## src/design/rfcc_pkg.sv

```systemverilog
// rfcc_pkg: shared types, constants and the crc byte update for the
// response frame crc checker; no dependencies
package rfcc_pkg;

    localparam int MAX_FRAME_BYTES = 256;
    localparam int CNT_W           = $clog2(MAX_FRAME_BYTES + 2);
    localparam int FIFO_DEPTH      = 4;
    localparam int PTR_W           = $clog2(FIFO_DEPTH);
    localparam int FILL_W          = $clog2(FIFO_DEPTH + 1);

    localparam logic [CNT_W-1:0] MIN_FRAME      = CNT_W'(6);
    localparam logic [CNT_W-1:0] FRAME_OVERHEAD = CNT_W'(5);
    localparam logic [CNT_W-1:0] PAYLOAD_FIRST  = CNT_W'(5);
    localparam logic [CNT_W-1:0] CRC_FIRST      = CNT_W'(2);
    localparam logic [CNT_W-1:0] CNT_LIMIT      = CNT_W'(MAX_FRAME_BYTES);
    localparam logic [CNT_W-1:0] CNT_OVERRUN    = CNT_W'(MAX_FRAME_BYTES + 1);

    localparam logic [15:0] CRC_POLY_RESET = 16'h8408;

    localparam logic KIND_PAYLOAD = 1'b0;
    localparam logic KIND_STATUS  = 1'b1;

    localparam logic [1:0] ST_ACCEPTED  = 2'd0;
    localparam logic [1:0] ST_TOO_SHORT = 2'd1;
    localparam logic [1:0] ST_CRC_BAD   = 2'd2;
    localparam logic [1:0] ST_OVERRUN   = 2'd3;

    typedef struct packed {
        logic [7:0] out_byte;
        logic       kind;
        logic [1:0] status_code;
        logic [7:0] payload_length;
        logic       last;
    } t_result;

    function automatic logic [15:0] crc_feed(
        input logic [15:0] crc,
        input logic [7:0]  data,
        input logic [15:0] poly
    );
        logic [15:0] c;
        c = crc ^ {8'h00, data};
        for (int k = 0; k < 8; k++) begin
            if (c[0]) begin
                c = (c >> 1) ^ poly;
            end else begin
                c = c >> 1;
            end
        end
        return c;
    endfunction

endpackage

```

## src/design/rfcc_in_if.sv

```systemverilog
// rfcc_in_if: input byte channel with valid/ready handshake
// no dependencies
interface rfcc_in_if;
    logic       valid;
    logic       ready;
    logic [7:0] rx_byte;
    logic       end_of_frame;

    modport source (output valid, output rx_byte, output end_of_frame, input ready);
    modport sink   (input valid, input rx_byte, input end_of_frame, output ready);
endinterface

```

## src/design/rfcc_out_if.sv

```systemverilog
// rfcc_out_if: result channel with valid/ready handshake
// no dependencies
interface rfcc_out_if;
    logic       valid;
    logic       ready;
    logic [7:0] out_byte;
    logic       kind;
    logic [1:0] status_code;
    logic [7:0] payload_length;
    logic       last;

    modport source (output valid, output out_byte, output kind, output status_code,
                    output payload_length, output last, input ready);
    modport sink   (input valid, input out_byte, input kind, input status_code,
                    input payload_length, input last, output ready);
endinterface

```

## src/design/response_frame_crc_checker_unit.sv

```systemverilog
// response_frame_crc_checker_unit: byte-wise response frame check with crc-16
// depends on rfcc_pkg, rfcc_in_if, rfcc_out_if
//
// usage
//   i_rx carries one frame byte per transaction, end_of_frame set on the last
//   byte. o_res carries payload bytes (kind 0) as they leave the two-byte tail
//   delay, and one status transaction (kind 1, last 1) at the end of a frame.
//   i_cfg_wr_en/i_cfg_wr_data set the reflected crc polynomial; write only
//   while the block is idle.
// timing
//   one byte accepted per cycle while i_rx.ready is high. frame state and crc
//   are updated in the accept cycle and the results enter a four-entry result
//   queue, so a result is offered in the cycle after its byte. an end byte
//   that also frees a payload byte yields two results, drained one per cycle
//   while o_res.ready is high. i_rx.ready is high while the queue has room for
//   two results, so a stalled receiver holds off the sender once it fills.
// reset
//   synchronous active-low reset empties the queue, clears the frame state
//   and loads the polynomial 0x8408.
module response_frame_crc_checker_unit (
    input  logic               i_clk,
    input  logic               i_rst_n,
    rfcc_in_if.sink            i_rx,
    rfcc_out_if.source         o_res,
    input  logic               i_cfg_wr_en,
    input  logic [15:0]        i_cfg_wr_data
);

    logic [15:0]                 r_poly;
    logic [rfcc_pkg::CNT_W-1:0]  r_cnt, n_cnt;
    logic [15:0]                 r_crc, n_crc;
    logic [7:0]                  r_tail0, n_tail0;
    logic [7:0]                  r_tail1, n_tail1;

    rfcc_pkg::t_result           r_fifo [rfcc_pkg::FIFO_DEPTH];
    logic [rfcc_pkg::PTR_W-1:0]  r_wr_ptr, r_rd_ptr;
    logic [rfcc_pkg::FILL_W-1:0] r_fill, n_fill;

    logic                        acc, pop;
    logic                        emit_pay, emit_stat;
    rfcc_pkg::t_result           pay_res, stat_res;
    logic [1:0]                  n_push;
    logic [rfcc_pkg::CNT_W-1:0]  plen_full;

    assign acc = i_rx.valid && i_rx.ready;
    assign pop = o_res.valid && o_res.ready;

    assign i_rx.ready = (r_fill <= rfcc_pkg::FILL_W'(rfcc_pkg::FIFO_DEPTH - 2));

    // frame state update for one byte
    always_comb begin
        n_crc     = r_crc;
        n_tail0   = r_tail0;
        n_tail1   = r_tail1;
        emit_pay  = 1'b0;
        emit_stat = i_rx.end_of_frame;
        if (r_cnt < rfcc_pkg::CNT_LIMIT) begin
            if (r_cnt >= rfcc_pkg::CRC_FIRST) begin
                n_crc = rfcc_pkg::crc_feed(r_crc, r_tail0, r_poly);
            end
            emit_pay = (r_cnt >= rfcc_pkg::PAYLOAD_FIRST);
            n_tail0  = r_tail1;
            n_tail1  = i_rx.rx_byte;
            n_cnt    = r_cnt + rfcc_pkg::CNT_W'(1);
        end else begin
            n_cnt = rfcc_pkg::CNT_OVERRUN;
        end
    end

    always_comb begin
        pay_res                = '0;
        pay_res.out_byte       = r_tail0;
        pay_res.kind           = rfcc_pkg::KIND_PAYLOAD;

        plen_full              = n_cnt - rfcc_pkg::FRAME_OVERHEAD;
        stat_res               = '0;
        stat_res.kind          = rfcc_pkg::KIND_STATUS;
        stat_res.last          = 1'b1;
        if (n_cnt > rfcc_pkg::CNT_LIMIT) begin
            stat_res.status_code = rfcc_pkg::ST_OVERRUN;
        end else if (n_cnt < rfcc_pkg::MIN_FRAME) begin
            stat_res.status_code = rfcc_pkg::ST_TOO_SHORT;
        end else begin
            stat_res.payload_length = plen_full[7:0];
            if (n_crc[7:0] == n_tail0 && n_crc[15:8] == n_tail1) begin
                stat_res.status_code = rfcc_pkg::ST_ACCEPTED;
            end else begin
                stat_res.status_code = rfcc_pkg::ST_CRC_BAD;
            end
        end
    end

    always_comb begin
        n_push = 2'd0;
        if (acc) begin
            n_push = {1'b0, emit_pay} + {1'b0, emit_stat};
        end
        n_fill = r_fill + rfcc_pkg::FILL_W'(n_push) - rfcc_pkg::FILL_W'(pop);
    end

    always_ff @(posedge i_clk) begin
        if (!i_rst_n) begin
            r_poly   <= rfcc_pkg::CRC_POLY_RESET;
            r_cnt    <= '0;
            r_crc    <= '0;
            r_tail0  <= '0;
            r_tail1  <= '0;
            r_wr_ptr <= '0;
            r_rd_ptr <= '0;
            r_fill   <= '0;
        end else begin
            if (i_cfg_wr_en) begin
                r_poly <= i_cfg_wr_data;
            end
            if (acc) begin
                if (i_rx.end_of_frame) begin
                    r_cnt   <= '0;
                    r_crc   <= '0;
                    r_tail0 <= '0;
                    r_tail1 <= '0;
                end else begin
                    r_cnt   <= n_cnt;
                    r_crc   <= n_crc;
                    r_tail0 <= n_tail0;
                    r_tail1 <= n_tail1;
                end
            end
            r_wr_ptr <= r_wr_ptr + rfcc_pkg::PTR_W'(n_push);
            if (pop) begin
                r_rd_ptr <= r_rd_ptr + rfcc_pkg::PTR_W'(1);
            end
            r_fill <= n_fill;
        end
    end

    // result queue storage
    always_ff @(posedge i_clk) begin
        if (acc) begin
            if (emit_pay) begin
                r_fifo[r_wr_ptr] <= pay_res;
                if (emit_stat) begin
                    r_fifo[r_wr_ptr + rfcc_pkg::PTR_W'(1)] <= stat_res;
                end
            end else if (emit_stat) begin
                r_fifo[r_wr_ptr] <= stat_res;
            end
        end
    end

    assign o_res.valid          = (r_fill != '0);
    assign o_res.out_byte       = r_fifo[r_rd_ptr].out_byte;
    assign o_res.kind           = r_fifo[r_rd_ptr].kind;
    assign o_res.status_code    = r_fifo[r_rd_ptr].status_code;
    assign o_res.payload_length = r_fifo[r_rd_ptr].payload_length;
    assign o_res.last           = r_fifo[r_rd_ptr].last;

    a_fill_bound: assert property (@(posedge i_clk) disable iff (!i_rst_n)
        r_fill <= rfcc_pkg::FILL_W'(rfcc_pkg::FIFO_DEPTH))
        else $error("result queue overfilled");

    a_eof_clears: assert property (@(posedge i_clk) disable iff (!i_rst_n)
        acc && i_rx.end_of_frame |=> r_cnt == '0 && r_crc == '0)
        else $error("frame state not cleared after end of frame");

    a_fill_hold: assert property (@(posedge i_clk) disable iff (!i_rst_n)
        !acc && !pop |=> $stable(r_fill))
        else $error("queue fill changed without a transaction");

    a_ptr_track: assert property (@(posedge i_clk) disable iff (!i_rst_n)
        r_fill[rfcc_pkg::PTR_W-1:0] == r_wr_ptr - r_rd_ptr)
        else $error("queue pointers disagree with fill");

endmodule
```

## src/flat_wrapper.sv

```systemverilog
// flat-port wrapper written by rule: the top's interface ports become plain ports
module response_frame_crc_checker_unit_flat 
  (i_clk, i_rst_n, i_cfg_wr_en, i_cfg_wr_data, i_rx_valid, i_rx_rx_byte, i_rx_end_of_frame, i_rx_ready, o_res_valid, o_res_out_byte, o_res_kind, o_res_status_code, o_res_payload_length, o_res_last, o_res_ready);
  rfcc_in_if i_rx_i ();
  rfcc_out_if o_res_i ();
  input  logic i_clk;
  input  logic i_rst_n;
  input  logic i_cfg_wr_en;
  input  logic [15:0] i_cfg_wr_data;
  input wire logic [$bits(i_rx_i.valid)-1:0] i_rx_valid;
  input wire logic [$bits(i_rx_i.rx_byte)-1:0] i_rx_rx_byte;
  input wire logic [$bits(i_rx_i.end_of_frame)-1:0] i_rx_end_of_frame;
  output wire logic [$bits(i_rx_i.ready)-1:0] i_rx_ready;
  output wire logic [$bits(o_res_i.valid)-1:0] o_res_valid;
  output wire logic [$bits(o_res_i.out_byte)-1:0] o_res_out_byte;
  output wire logic [$bits(o_res_i.kind)-1:0] o_res_kind;
  output wire logic [$bits(o_res_i.status_code)-1:0] o_res_status_code;
  output wire logic [$bits(o_res_i.payload_length)-1:0] o_res_payload_length;
  output wire logic [$bits(o_res_i.last)-1:0] o_res_last;
  input wire logic [$bits(o_res_i.ready)-1:0] o_res_ready;
  assign i_rx_i.valid = i_rx_valid;
  assign i_rx_i.rx_byte = i_rx_rx_byte;
  assign i_rx_i.end_of_frame = i_rx_end_of_frame;
  assign i_rx_ready = i_rx_i.ready;
  assign o_res_valid = o_res_i.valid;
  assign o_res_out_byte = o_res_i.out_byte;
  assign o_res_kind = o_res_i.kind;
  assign o_res_status_code = o_res_i.status_code;
  assign o_res_payload_length = o_res_i.payload_length;
  assign o_res_last = o_res_i.last;
  assign o_res_i.ready = o_res_ready;
  response_frame_crc_checker_unit u_core (.i_clk(i_clk), .i_rst_n(i_rst_n), .i_rx(i_rx_i), .o_res(o_res_i), .i_cfg_wr_en(i_cfg_wr_en), .i_cfg_wr_data(i_cfg_wr_data));
endmodule
```

## config.mk

```make
export PLATFORM = sky130hd
export DESIGN_NAME = response_frame_crc_checker_unit_flat
export DESIGN_NICKNAME = d
export VERILOG_FILES = /design/src/design/rfcc_pkg.sv /design/src/design/rfcc_in_if.sv /design/src/design/rfcc_out_if.sv /design/src/design/response_frame_crc_checker_unit.sv /design/src/flat_wrapper.sv
export SDC_FILE = /design/constraint.sdc
export NUM_CORES = 1
export LEC_CHECK = 0
export BUFFER_PORTS_ARGS = -buffer_cell sky130_fd_sc_hd__buf_2
export CAP_MARGIN = 20
export CORE_UTILIZATION = 42
export CTS_CLUSTER_DIAMETER = 200
export DETAILED_ROUTE_END_ITERATION = 12
export PLACE_DENSITY = 0.65
export SLEW_MARGIN = 25
export SYNTH_ARGS = -nofsm -noshare
export SYNTH_HDL_FRONTEND = slang
export SYNTH_SLANG_ARGS = --single-unit
```

## constraint.sdc

```tcl
create_clock -name i_clk -period 7.1 [get_ports i_clk]
set_input_delay 1.065 -clock i_clk [delete_from_list [all_inputs] [get_ports i_clk]]
set_output_delay 1.065 -clock i_clk [all_outputs]
set_load 0.005 [all_outputs]
```

==> results of run 1 <==
==> path summary, 6_finish.rpt <==
path                                                         from                           endpoint  slack (ns)
worst max-delay path                 u_core.r_crc[0]$_SDFFE_PN0P_     u_core.r_fifo[2][10]$_DFFE_PP_        1.17
worst min-delay path            u_core.r_fifo[1][11]$_SDFFE_PP1P_  u_core.r_fifo[1][11]$_SDFFE_PP1P_        0.45
worst max register to register       u_core.r_crc[0]$_SDFFE_PN0P_     u_core.r_fifo[2][10]$_DFFE_PP_        1.17
worst min register to register  u_core.r_fifo[1][11]$_SDFFE_PP1P_  u_core.r_fifo[1][11]$_SDFFE_PP1P_        0.45
==> logic make-up after synthesis <==
logic type	after synthesis	share of synthesized area [%]
AND/OR/NAND/NOR	497	22.8
AO/OA/AOI/OAI	286	19.1
flip-flops	142	30.5
XOR/XNOR	127	12.9
buffers and inverters	111	4.33
multiplexers	69	9.03
adder cells (fa/ha/maj)	11	1.37
==> cell type report <==
class | instances | area, um2 | area share (%)
clock buffer | 17 | 425 | 3.64
clock inverter | 15 | 179 | 1.53
inverter | 23 | 86.3 | 0.738
multi-input combinational | 990 | 6960 | 59.5
sequential | 142 | 3240 | 27.7
tap | 324 | 405 | 3.47
timing repair buffer | 69 | 393 | 3.36
==> cells in the final DEF (no fill, tap or decap), drive strengths merged, types with 4 or more instances in the layout <==
cell type / instances
a211oi: 9
a21o: 8
a21oi: 73
a222oi: 5
a22oi: 31
a311oi: 4
a31oi: 8
and2: 20
and3: 8
buf: 69
clkbuf: 17
clkinv: 7
dfxtp: 102
edfxtp: 40
ha: 10
inv: 31
mux2: 10
mux2i: 40
mux4: 19
nand2: 128
nand2b: 19
nand3: 55
nand4: 10
nor2: 132
nor2b: 51
nor3: 39
nor3b: 6
nor4: 8
o2111ai: 7
o211ai: 16
o21ai: 61
o22ai: 7
o311ai: 4
o31ai: 11
or2: 5
or3: 9
or4: 4
xnor2: 87
xnor3: 10
xor2: 30
==> per-stage QoR <==
| step | worst slack (ns) | std cells |
|---|---|---|
| global placement | 1.40 | 1548 |
| global route | 0.720 | 1580 |
| finish | 1.17 | 1580 |
| floorplan | 2.63 | 1243 |
| detailed placement | 1.30 | 1548 |
| CTS | 1.26 | 1580 |
==> power breakdown <==
part | switching (mW) | internal (mW)
clock | 0.440 | 0.480
sequential | 0.0600 | 0.880
combinational | 0.360 | 0.272
==> worst min-delay path: stages (launching register included) <==
cell,delay [ns]
dfxtp_1,0.31
nand2_1,0.05
nand2_1,0.04
==> flip-flops by register name, summed over array words and instances, names as in the netlist, named ones only <==
| signal | cells |
|---|---|
| u_core.r_tail1 | 8 |
| u_core.r_fill | 3 |
| u_core.r_cnt | 9 |
| u_core.r_fifo | 76 |
| u_core.r_poly | 16 |
| u_core.r_tail0 | 8 |
| u_core.r_crc | 16 |
| u_core.r_wr_ptr | 2 |
| u_core.r_rd_ptr | 2 |
==> layer usage <==
layer / vias to the layer above / share of wire [%] / track usage, %
li1: 4478 / - / -
met5: - / 0 / 0
met2: 384 / 45 / 36.0
met1: 4464 / 46 / 33.2
met3: 50 / 7.0 / 4.26
met4: 0 / 2.8 / 8.75
==> run metrics, run 1 <==
Via density=5.93; die area=0.0260 mm2; Final Util=47.5%; WS Path Type=flip-flop to flip-flop; Max Clock Skew=0.00997 ns; Die Span Y=161 um; CP Cell Sequence=xor2_4 -> buf_4 -> a21oi_2 -> o211ai_1 -> o21ai_0 -> a311oi_2 -> xor2_2 -> nand2b_1 -> mux2i_1 -> a222oi_1 -> xnor3_1 -> xor2_1 -> a2bb2oi_1 -> a31oi_1 -> nor4_4 -> a21oi_1; Ports=52; wire per inst=19.1 um; antenna cells=0; CP Data Required Time=7.25 ns; Gate Count Post-Synth=1243; Slew HR=30.9%; most common cell in the netlist=nor2_1; layout cells sized above 1=14.6%; Synth Net Count=1284; Synth top area share=19.2%; CP Capture Type=flip-flop; Post-synth EDFFs=40; root buf cell=clkbuf_16; Worst Reg-to-Reg Cells=16; Worst path slowest cell=xor2_2; Sum Neg Setup Slack=0 ns; CTS sink cnt=142; dominant cell type by area after synthesis=dfxtp_1; CP Launch Type=flip-flop; CTS buffer count=17; global-route wire length before repair=48600 um; CTS H-tree depth=4; initial antenna violation count=0; Synth Cell Area=0.0106 mm2; post-route design area=0.0117 mm2; overall power=2.49 mW; hold buffers post-CTS=0; post-synthesis sequential area ratio=30.5%; routability cong.=0.937; Worst Hold Slack=0.449 ns; # DRC=0; Crit path depth=16; Max Slew Vio Count=0; Yosys reg bits=142; max cap viols=0; Max clock buf depth=2; P per Cell Area=213 mW/mm2; endpoints failing hold=0; initial core utilization=43.2%; Buffers & Inverters on Critical Path=1; DRT iter0 DRCs=928; Final nets=1284; kind of cell adding the most delay to the critical path=compound AO/OA/AOI/OAI gates; library cells used by synthesis=100; P_leak=4.01 nW; Area Growth Syn to Fin=9.99%; Async SR Flop Fraction=0%; port bufs=51; clock period minus worst slack=5.93 ns; die width=161 um; Min-Delay Path Depth=2; Post-DP Area=0.0111 mm2; worst min path class=flip-flop to flip-flop; DP Wirelength=21200 um; TritonCTS clock tree=done; crit path DAT=6.09 ns; Max VDD drop=0.159 mV; Detailed Routing Iterations Pass 1=7; slew of the pin with the lowest slew margin=1.04 ns; core area=0.0246 mm2; Max Fclk=169 MHz; top_reg_cell synth=dfxtp_1; clk slew on worst S/H paths=0.07 ns; routed vias=9376; crit-path max cell delay=0.63 ns; YS warnings=0; Row Count=57; post-CTS setup buffers=0; grt ovf=0; Final ANT Viol Nets=0; Post-synth top cells=nor2_1, nand2_1, dfxtp_1; final setup violation count=0; post_cts resized=0; worst-path fanout max=15; number of fillers in the final layout=2353; RSZ-0062 raised after global routing=false; largest net degree at the start of global routing=66; Clock Latency Late Sink=0.43 ns; Area contributors post-synth=dfxtp_1, edfxtp_1, xnor2_1, nor2_1, nand2_1; fin crit share=83.6%; Overall Global Routing Usage=23.6%; Mean Syn Cell Area=8.55 um2; status=finished clean; vias in the first global route=8728; WL final=30200 um
No activity file was read; power rests on OpenSTA's default activity.
==> run 2, diff against run 1 <==
ABC_AREA = 1   (was default)
PLACE_DENSITY = 0.68   (was 0.65)
clock period = 4.8 ns   (was 7.1 ns; I/O delays follow)
==> run metrics, run 2 <==
dominant cell type by area after synthesis=dfxtp_1 (unchanged); Synth Cell Area=0.00934 mm2 (was 0.0106 mm2); # DRC=0 (unchanged); Ports=52 (unchanged); biggest regs=u_core.r_fifo x76, u_core.r_crc x16, u_core.r_poly x16 (unchanged); worst-path fanout max=25 (was 15); antenna cells=0 (unchanged); clk slew on worst S/H paths=0.07 ns (about the same); Area contributors post-synth=dfxtp_1, nand2_1, edfxtp_1, nand3_1, nor2_1 (was dfxtp_1, edfxtp_1, xnor2_1, nor2_1, nand2_1); crit-path max cell delay=0.41 ns (was 0.63 ns); Area Growth Syn to Fin=11.0% (was 9.99%); Synth Net Count=1481 (was 1284); P_leak=4.43 nW (was 4.01 nW); clock period minus worst slack=4.34 ns (was 5.93 ns); Overall Global Routing Usage=22.7% (was 23.6%); CTS sink cnt=142 (unchanged); Final ANT Viol Nets=0 (unchanged); number of fillers in the final layout=2205 (was 2353); Async SR Flop Fraction=0% (unchanged); post-CTS setup buffers=0 (unchanged); largest net degree at the start of global routing=47 (was 66); Yosys reg bits=142 (unchanged); Largest Register=u_core.r_fifo (unchanged); most common cell in the netlist=nand2_1 (was nor2_1); TritonCTS clock tree=done (unchanged); Detailed Routing Iterations Pass 1=6 (was 7); Mean Syn Cell Area=6.48 um2 (was 8.55 um2); YS warnings=0 (unchanged); port bufs=51 (unchanged); Gate Count Post-Synth=1440 (was 1243); CP Launch Type=flip-flop (unchanged); vias in the first global route=8075 (was 8728); Post-synth EDFFs=40 (unchanged); RSZ-0062 raised after global routing=false (unchanged); WS Path Type=flip-flop to flip-flop (unchanged); Post-synth top cells=nand2_1, nor2_1, inv_1 (was nor2_1, nand2_1, dfxtp_1); DP Wirelength=17600 um (was 21200 um); library cells used by synthesis=39 (was 100); die area=0.0228 mm2 (was 0.0260 mm2); worst min path class=flip-flop to flip-flop (unchanged); post-synthesis sequential area ratio=34.7% (was 30.5%); kind of cell adding the most delay to the critical path=simple AND/OR/NAND/NOR gates (was compound AO/OA/AOI/OAI gates); global-route wire length before repair=40400 um (was 48600 um); slew of the pin with the lowest slew margin=0.912 ns (was 1.04 ns); DRT iter0 DRCs=635 (was 928); routability cong.=0.881 (was 0.937); most common cell after layout, fill and taps aside=nand2_1 (was nor2_1); die width=151 um (was 161 um); root buf cell=clkbuf_16 (unchanged); initial antenna violation count=0 (unchanged); grt ovf=0 (unchanged); P per Cell Area=379 mW/mm2 (was 213 mW/mm2); Max clock buf depth=2 (unchanged); top_reg_cell synth=dfxtp_1 (unchanged); Via density=5.22 (was 5.93); core area=0.0218 mm2 (was 0.0246 mm2); Max Slew Vio Count=0 (unchanged); Max Clock Skew=0.00980 ns (was 0.00997 ns); Most common cell on crit path=nand2_1; Worst R2R Setup Slack=0.46 ns (was 1.17 ns); Min-Delay Path Depth=2 (unchanged); CP Data Required Time=4.96 ns (was 7.25 ns); Slew HR=39.2% (was 30.9%); Max VDD drop=0.197 mV (was 0.159 mV); max reg flops=76 (unchanged); Sum Neg Setup Slack=0 ns (unchanged); WL final=25100 um (was 30200 um); CTS H-tree depth=4 (unchanged); Die Span Y=151 um (was 161 um); max cap viols=0 (unchanged); layout cells sized above 1=10.5% (was 14.6%); CTS buffer count=17 (unchanged); endpoints failing hold=0 (unchanged); fin crit share=90.3% (was 83.6%); Worst path slowest cell=dfxtp_1 (was xor2_2); Crit path depth=33 (was 16); Synth top area share=21.9% (was 19.2%); Row Count=54 (was 57); routed vias=9093 (was 9376); hold buffers post-CTS=0 (unchanged); Clock Latency Late Sink=0.43 ns (about the same); Final nets=1491 (was 1284); initial core utilization=42.8% (was 43.2%); Final Util=47.5% (about the same); status=finished clean (unchanged); Max Fclk=231 MHz (was 169 MHz); crit path DAT=4.50 ns (was 6.09 ns); final setup violation count=0 (unchanged); post_cts resized=0 (unchanged); Worst Reg-to-Reg Cells=33 (was 16); Buffers & Inverters on Critical Path=4 (was 1); wire per inst=14.4 um (was 19.1 um); commonest cells after routing, fill and taps aside=nand2_1, nor2_1, inv_1 (was nor2_1, nand2_1, dfxtp_1); CP Capture Type=flip-flop (unchanged)
[run 2: per-layer routing]
metal	part of all wire, %	track usage, %
met1	45	29.8
met2	47	38.1
met3	5.8	3.04
met4	1.8	7.70
met5	0	0
[run 2: cell type report]
class	instances	area, um2	share of cell area (%)
Sequential cell	142	3240	31.3
Timing Repair Buffer	66	368	3.55
Inverter	155	584	5.64
Multi-Input combinational cell	1068	5200	50.2
Clock inverter	15	191	1.85
Clock buffer	17	425	4.11
Tap cell	280	350	3.38
[run 2: metrics by stage]
| step | worst slack (ns) | area, um2 | power [mW] | cells | hold WS (ns) |
|---|---|---|---|---|---|
| after floorplan | 1.50 | 9340 | 2.27 | 1440 | 0.420 |
| after global placement | 0.374 | 9720 | 2.55 | 1711 | 0.437 |
| after detailed placement | 0.238 | 9730 | 2.57 | 1711 | 0.441 |
| after CTS | 0.220 | 10300 | 3.95 | 1743 | 0.455 |
| after global routing | 0.0221 | 10400 | 4.16 | 1743 | 0.471 |
| final | 0.463 | 10400 | 3.93 | 1743 | 0.456 |
[run 2: worst min-delay path, cell delays in order, from the launching register on]
cell     delay, ns
dfxtp_1       0.31
nand2_1       0.06
nand2_1       0.04
[run 2: report_power, final]
| part | total (mW) | leakage (nW) | switching (mW) | internal, mW |
|---|---|---|---|---|
| clock | 1.37 | 0.298 | 0.620 | 0.752 |
| combinational | 1.04 | 2.93 | 0.662 | 0.381 |
| sequential | 1.52 | 1.21 | 0.109 | 1.41 |
[run 2: kinds of logic after synthesis]
logic type | Yosys count | share of synthesized area [%]
adders and majority gates | 11 | 1.55
DFF | 142 | 34.7
AOI/OAI and AO/OA | 242 | 13.8
buffers and inverters | 230 | 9.90
xor gates and xnor gates | 60 | 5.63
and+or+nand+nor | 755 | 34.4
[run 2: worst paths after layout]
kind / start / endpoint
hold reg to reg: u_core.r_fifo[0][11]$_SDFFE_PP1P_ / u_core.r_fifo[0][11]$_SDFFE_PP1P_
setup reg to reg: u_core.r_tail0[0]$_SDFFE_PN0P_ / u_core.r_fifo[1][10]$_DFFE_PP_
hold / removal: u_core.r_fifo[0][11]$_SDFFE_PP1P_ / u_core.r_fifo[0][11]$_SDFFE_PP1P_
setup / recovery: u_core.r_tail0[0]$_SDFFE_PN0P_ / u_core.r_fifo[1][10]$_DFFE_PP_
==> run 3, diff against run 2 <==
ABC_AREA = default   (was 1)
CTS_CLUSTER_SIZE = 10   (was default)
PLACE_DENSITY = 0.67   (was 0.68)
RECOVER_POWER = 100   (was default)
==> run metrics, run 3 (synthesized netlist as in run 1, its figures left out) <==
status=finished, violations left (was finished clean); failing checks=max-capacitance violations, max-slew violations, negative setup slack; WL final=31900 um (was 25100 um); routability cong.=0.928 (was 0.881); die area=0.0260 mm2 (was 0.0228 mm2); Detailed Routing Iterations Pass 1=6 (unchanged); root buf cell=clkbuf_16 (unchanged); Clk network pwr share=35.7% (was 34.9%); wire per inst=18.9 um (was 14.4 um); Critical R2R Capture=u_core.r_fifo[0][10]$_DFFE_PP_ (was u_core.r_fifo[1][10]$_DFFE_PP_); TritonCTS clock tree=done (unchanged); Final Util=52.5% (was 47.5%); Sw Share=34.8% (was 35.4%); worst-path fanout max=8 (was 25); die width=161 um (was 151 um); Final WS setup=-0.0170 ns (was 0.463 ns); core area=0.0246 mm2 (was 0.0218 mm2); WS Path Type=flip-flop to flip-flop (unchanged); internal power=2.50 mW (was 2.54 mW); initial antenna violation count=0 (unchanged); Slew HR=-53.5% (was 39.2%); Row Count=57 (was 54); slew of the pin with the lowest slew margin=2.30 ns (was 0.912 ns); RSZ-0062 raised after global routing=true (was false); routed vias=9841 (was 9093); fin crit share=100% (was 90.3%); grt ovf=0 (unchanged); Min-Delay Path Depth=2 (unchanged); DP Wirelength=22400 um (was 17600 um); most common cell after layout, fill and taps aside=nor2_1 (was nand2_1); number of fillers in the final layout=2260 (was 2205); pre-CTS WS=-0.161 ns (was 0.238 ns); initial core utilization=43.2% (was 42.8%); # DRC=0 (unchanged); hold wc startpoint=u_core.r_fifo[3][11]$_SDFFE_PP1P_ (was u_core.r_fifo[0][11]$_SDFFE_PP1P_); Final nets=1391 (was 1491); logic gate share of total power=27.9% (was 26.5%); Overall Global Routing Usage=24.3% (was 22.7%); Die Span Y=161 um (was 151 um); CP Data Required Time=4.97 ns (was 4.96 ns); Final ANT Viol Nets=0 (unchanged); antenna cells=0 (unchanged); Psw=1.33 mW (was 1.39 mW); Ports=52 (unchanged); max cap viols=1 (was 0); port bufs=51 (unchanged); Max Fclk=208 MHz (was 231 MHz); CP Launch Type=flip-flop (unchanged); CP Cell Sequence=xor2_4 -> buf_12 -> and3_1 -> o211ai_1 -> o21ai_0 -> a311oi_2 -> xor2_2 -> nand2b_1 -> buf_4 -> mux2i_1 -> a222oi_1 -> xnor3_1 -> a2111o_1 -> nand4_1 -> o31ai_4 -> nor4_4 -> a21oi_1; crit-path max cell delay=0.54 ns (was 0.41 ns); crit path DAT=4.99 ns (was 4.50 ns); biggest regs=u_core.r_fifo x76, u_core.r_crc x16, u_core.r_poly x16 (unchanged); layout cells sized above 1=23.3% (was 10.5%); commonest cells after routing, fill and taps aside=nor2_1, nand2_1, buf_4 (was nand2_1, nor2_1, inv_1); Hold Path Sink=u_core.r_fifo[3][11]$_SDFFE_PP1P_ (was u_core.r_fifo[0][11]$_SDFFE_PP1P_); Worst path slowest cell=xnor3_1 (was dfxtp_1); Max Slew Vio Count=66 (was 0); Largest Register=u_core.r_fifo (unchanged); Max VDD drop=0.189 mV (was 0.197 mV); final setup violation count=4 (was 0); Clock Latency Late Sink=0.44 ns (was 0.43 ns); clk slew on worst S/H paths=0.07 ns (about the same); footprint of the multi-input gates=0.00729 mm2 (was 0.00520 mm2); max reg flops=76 (unchanged); CTS buffer count=17 (unchanged); hold buffers post-CTS=0 (unchanged); clock period minus worst slack=4.82 ns (was 4.34 ns); worst min path class=flip-flop to flip-flop (unchanged); Area Growth Syn to Fin=21.5% (was 11.0%); Worst R2R Setup Slack=-0.02 ns (was 0.46 ns); endpoints failing hold=0 (unchanged); largest net degree at the start of global routing=66 (was 47); kind of cell adding the most delay to the critical path=compound AO/OA/AOI/OAI gates (was simple AND/OR/NAND/NOR gates); overall power=3.84 mW (was 3.93 mW); P per Cell Area=297 mW/mm2 (was 379 mW/mm2); Max Clock Skew=0.0116 ns (was 0.00980 ns); CTS H-tree depth=4 (unchanged); Buffers & Inverters on Critical Path=2 (was 4); P_leak=4.60 nW (was 4.43 nW); CTS sink cnt=142 (unchanged); CP Capture Type=flip-flop (unchanged); Reg area=0.00326 mm2 (was 0.00324 mm2); global-route wire length before repair=49900 um (was 40400 um); Worst Reg-to-Reg Cells=17 (was 33); vias in the first global route=9187 (was 8075); Via density=5.83 (was 5.22); Max clock buf depth=2 (unchanged); Seq pwr share=36.4% (was 38.6%); DRT iter0 DRCs=831 (was 635); Worst R2R Start=u_core.r_crc[0]$_SDFFE_PN0P_ (was u_core.r_tail0[0]$_SDFFE_PN0P_)
[run 3: cell count changes in the layout (fill, tap and decap cells not counted), moves of 19 or more]
cell	before	now
o21ai_0	117	46
nand3_1	132	54
inv_1	143	21
nand2_1	404	124
nor2_1	163	128
a22oi_1	0	30
nor3_1	2	36
mux4_2	0	19
xnor2_1	33	72
buf_4	15	109
nor2b_1	0	51
mux2i_1	0	35
[run 3: timing repair]
item / 4_1_cts / 5_1_grt
setup buffers: 11 / 18
pin swaps: 10 / 36
resized for setup: 12 / 60
endpoints found under the setup margin: 4 / 4
hold endpoints to repair: 0 / 0
[run 3: through the flow]
step / cell area, um2 / cells / hold slack (ns) / setup TNS [ns]
after floorplan: 10600 / 1243 / 0.418 / 0
after global placement: 11700 / 1627 / 0.430 / -0.151
after detailed placement: 11700 / 1627 / 0.433 / -0.634
after CTS: 12500 / 1670 / 0.458 / 0
after global routing: 12900 / 1687 / 0.490 / -0.199
final: 12900 / 1687 / 0.458 / -0.0568
[run 3: layer usage]
metal / wire length (um) / part of all wire [%] / up-vias / GRT usage [%]
li1: - / - / 4693 / -
met1: 14200 / 44 / 4649 / 34.5
met2: 14300 / 45 / 431 / 37.2
met3: 2360 / 7.4 / 68 / 3.31
met4: 1020 / 3.2 / 0 / 10.1
met5: 0 / 0 / - / 0
[run 3: how the worst max path moves through the flow]
stage                                              start                             end  slack [ns]  cells after the start
after floorplan           u_core.r_tail0[1]$_SDFFE_PN0P_  u_core.r_fifo[0][10]$_DFFE_PP_        0.33                     16
after global placement      u_core.r_crc[0]$_SDFFE_PN0P_  u_core.r_fifo[0][10]$_DFFE_PP_       -0.04                     17
after detailed placement    u_core.r_crc[0]$_SDFFE_PN0P_  u_core.r_fifo[0][10]$_DFFE_PP_       -0.16                     17
after CTS                 u_core.r_tail0[2]$_SDFFE_PN0P_  u_core.r_fifo[0][10]$_DFFE_PP_      0.0009                     18
after global routing        u_core.r_crc[0]$_SDFFE_PN0P_  u_core.r_fifo[3][10]$_DFFE_PP_       -0.06                     17
final                       u_core.r_crc[0]$_SDFFE_PN0P_  u_core.r_fifo[0][10]$_DFFE_PP_       -0.02                     17
[run 3: cell type report]
type                            instances  area share [%]
Inverter                               23           0.668
Tap cell                              324            3.14
Timing Repair Buffer                  176            9.87
Clock inverter                         15            1.38
Sequential cell                       142            25.2
Clock buffer                           17            3.29
Multi-Input combinational cell        990            56.4
[run 3: tightest hold or removal path: stages, from the launching register on]
cell	delay, ns
dfxtp_1	0.32
nand2_1	0.05
nand2_1	0.04
[run 3: power groups by stage]
stage / Clock [mW] / Sequential [mW] / Combinational (mW)
after floorplan: 0 / 1.36 / 0.725
final: 1.37 / 1.40 / 1.07
after CTS: 1.38 / 1.40 / 1.00
after detailed placement: 0 / 1.42 / 0.977
after global placement: 0 / 1.42 / 0.965
after global routing: 1.43 / 1.41 / 1.15
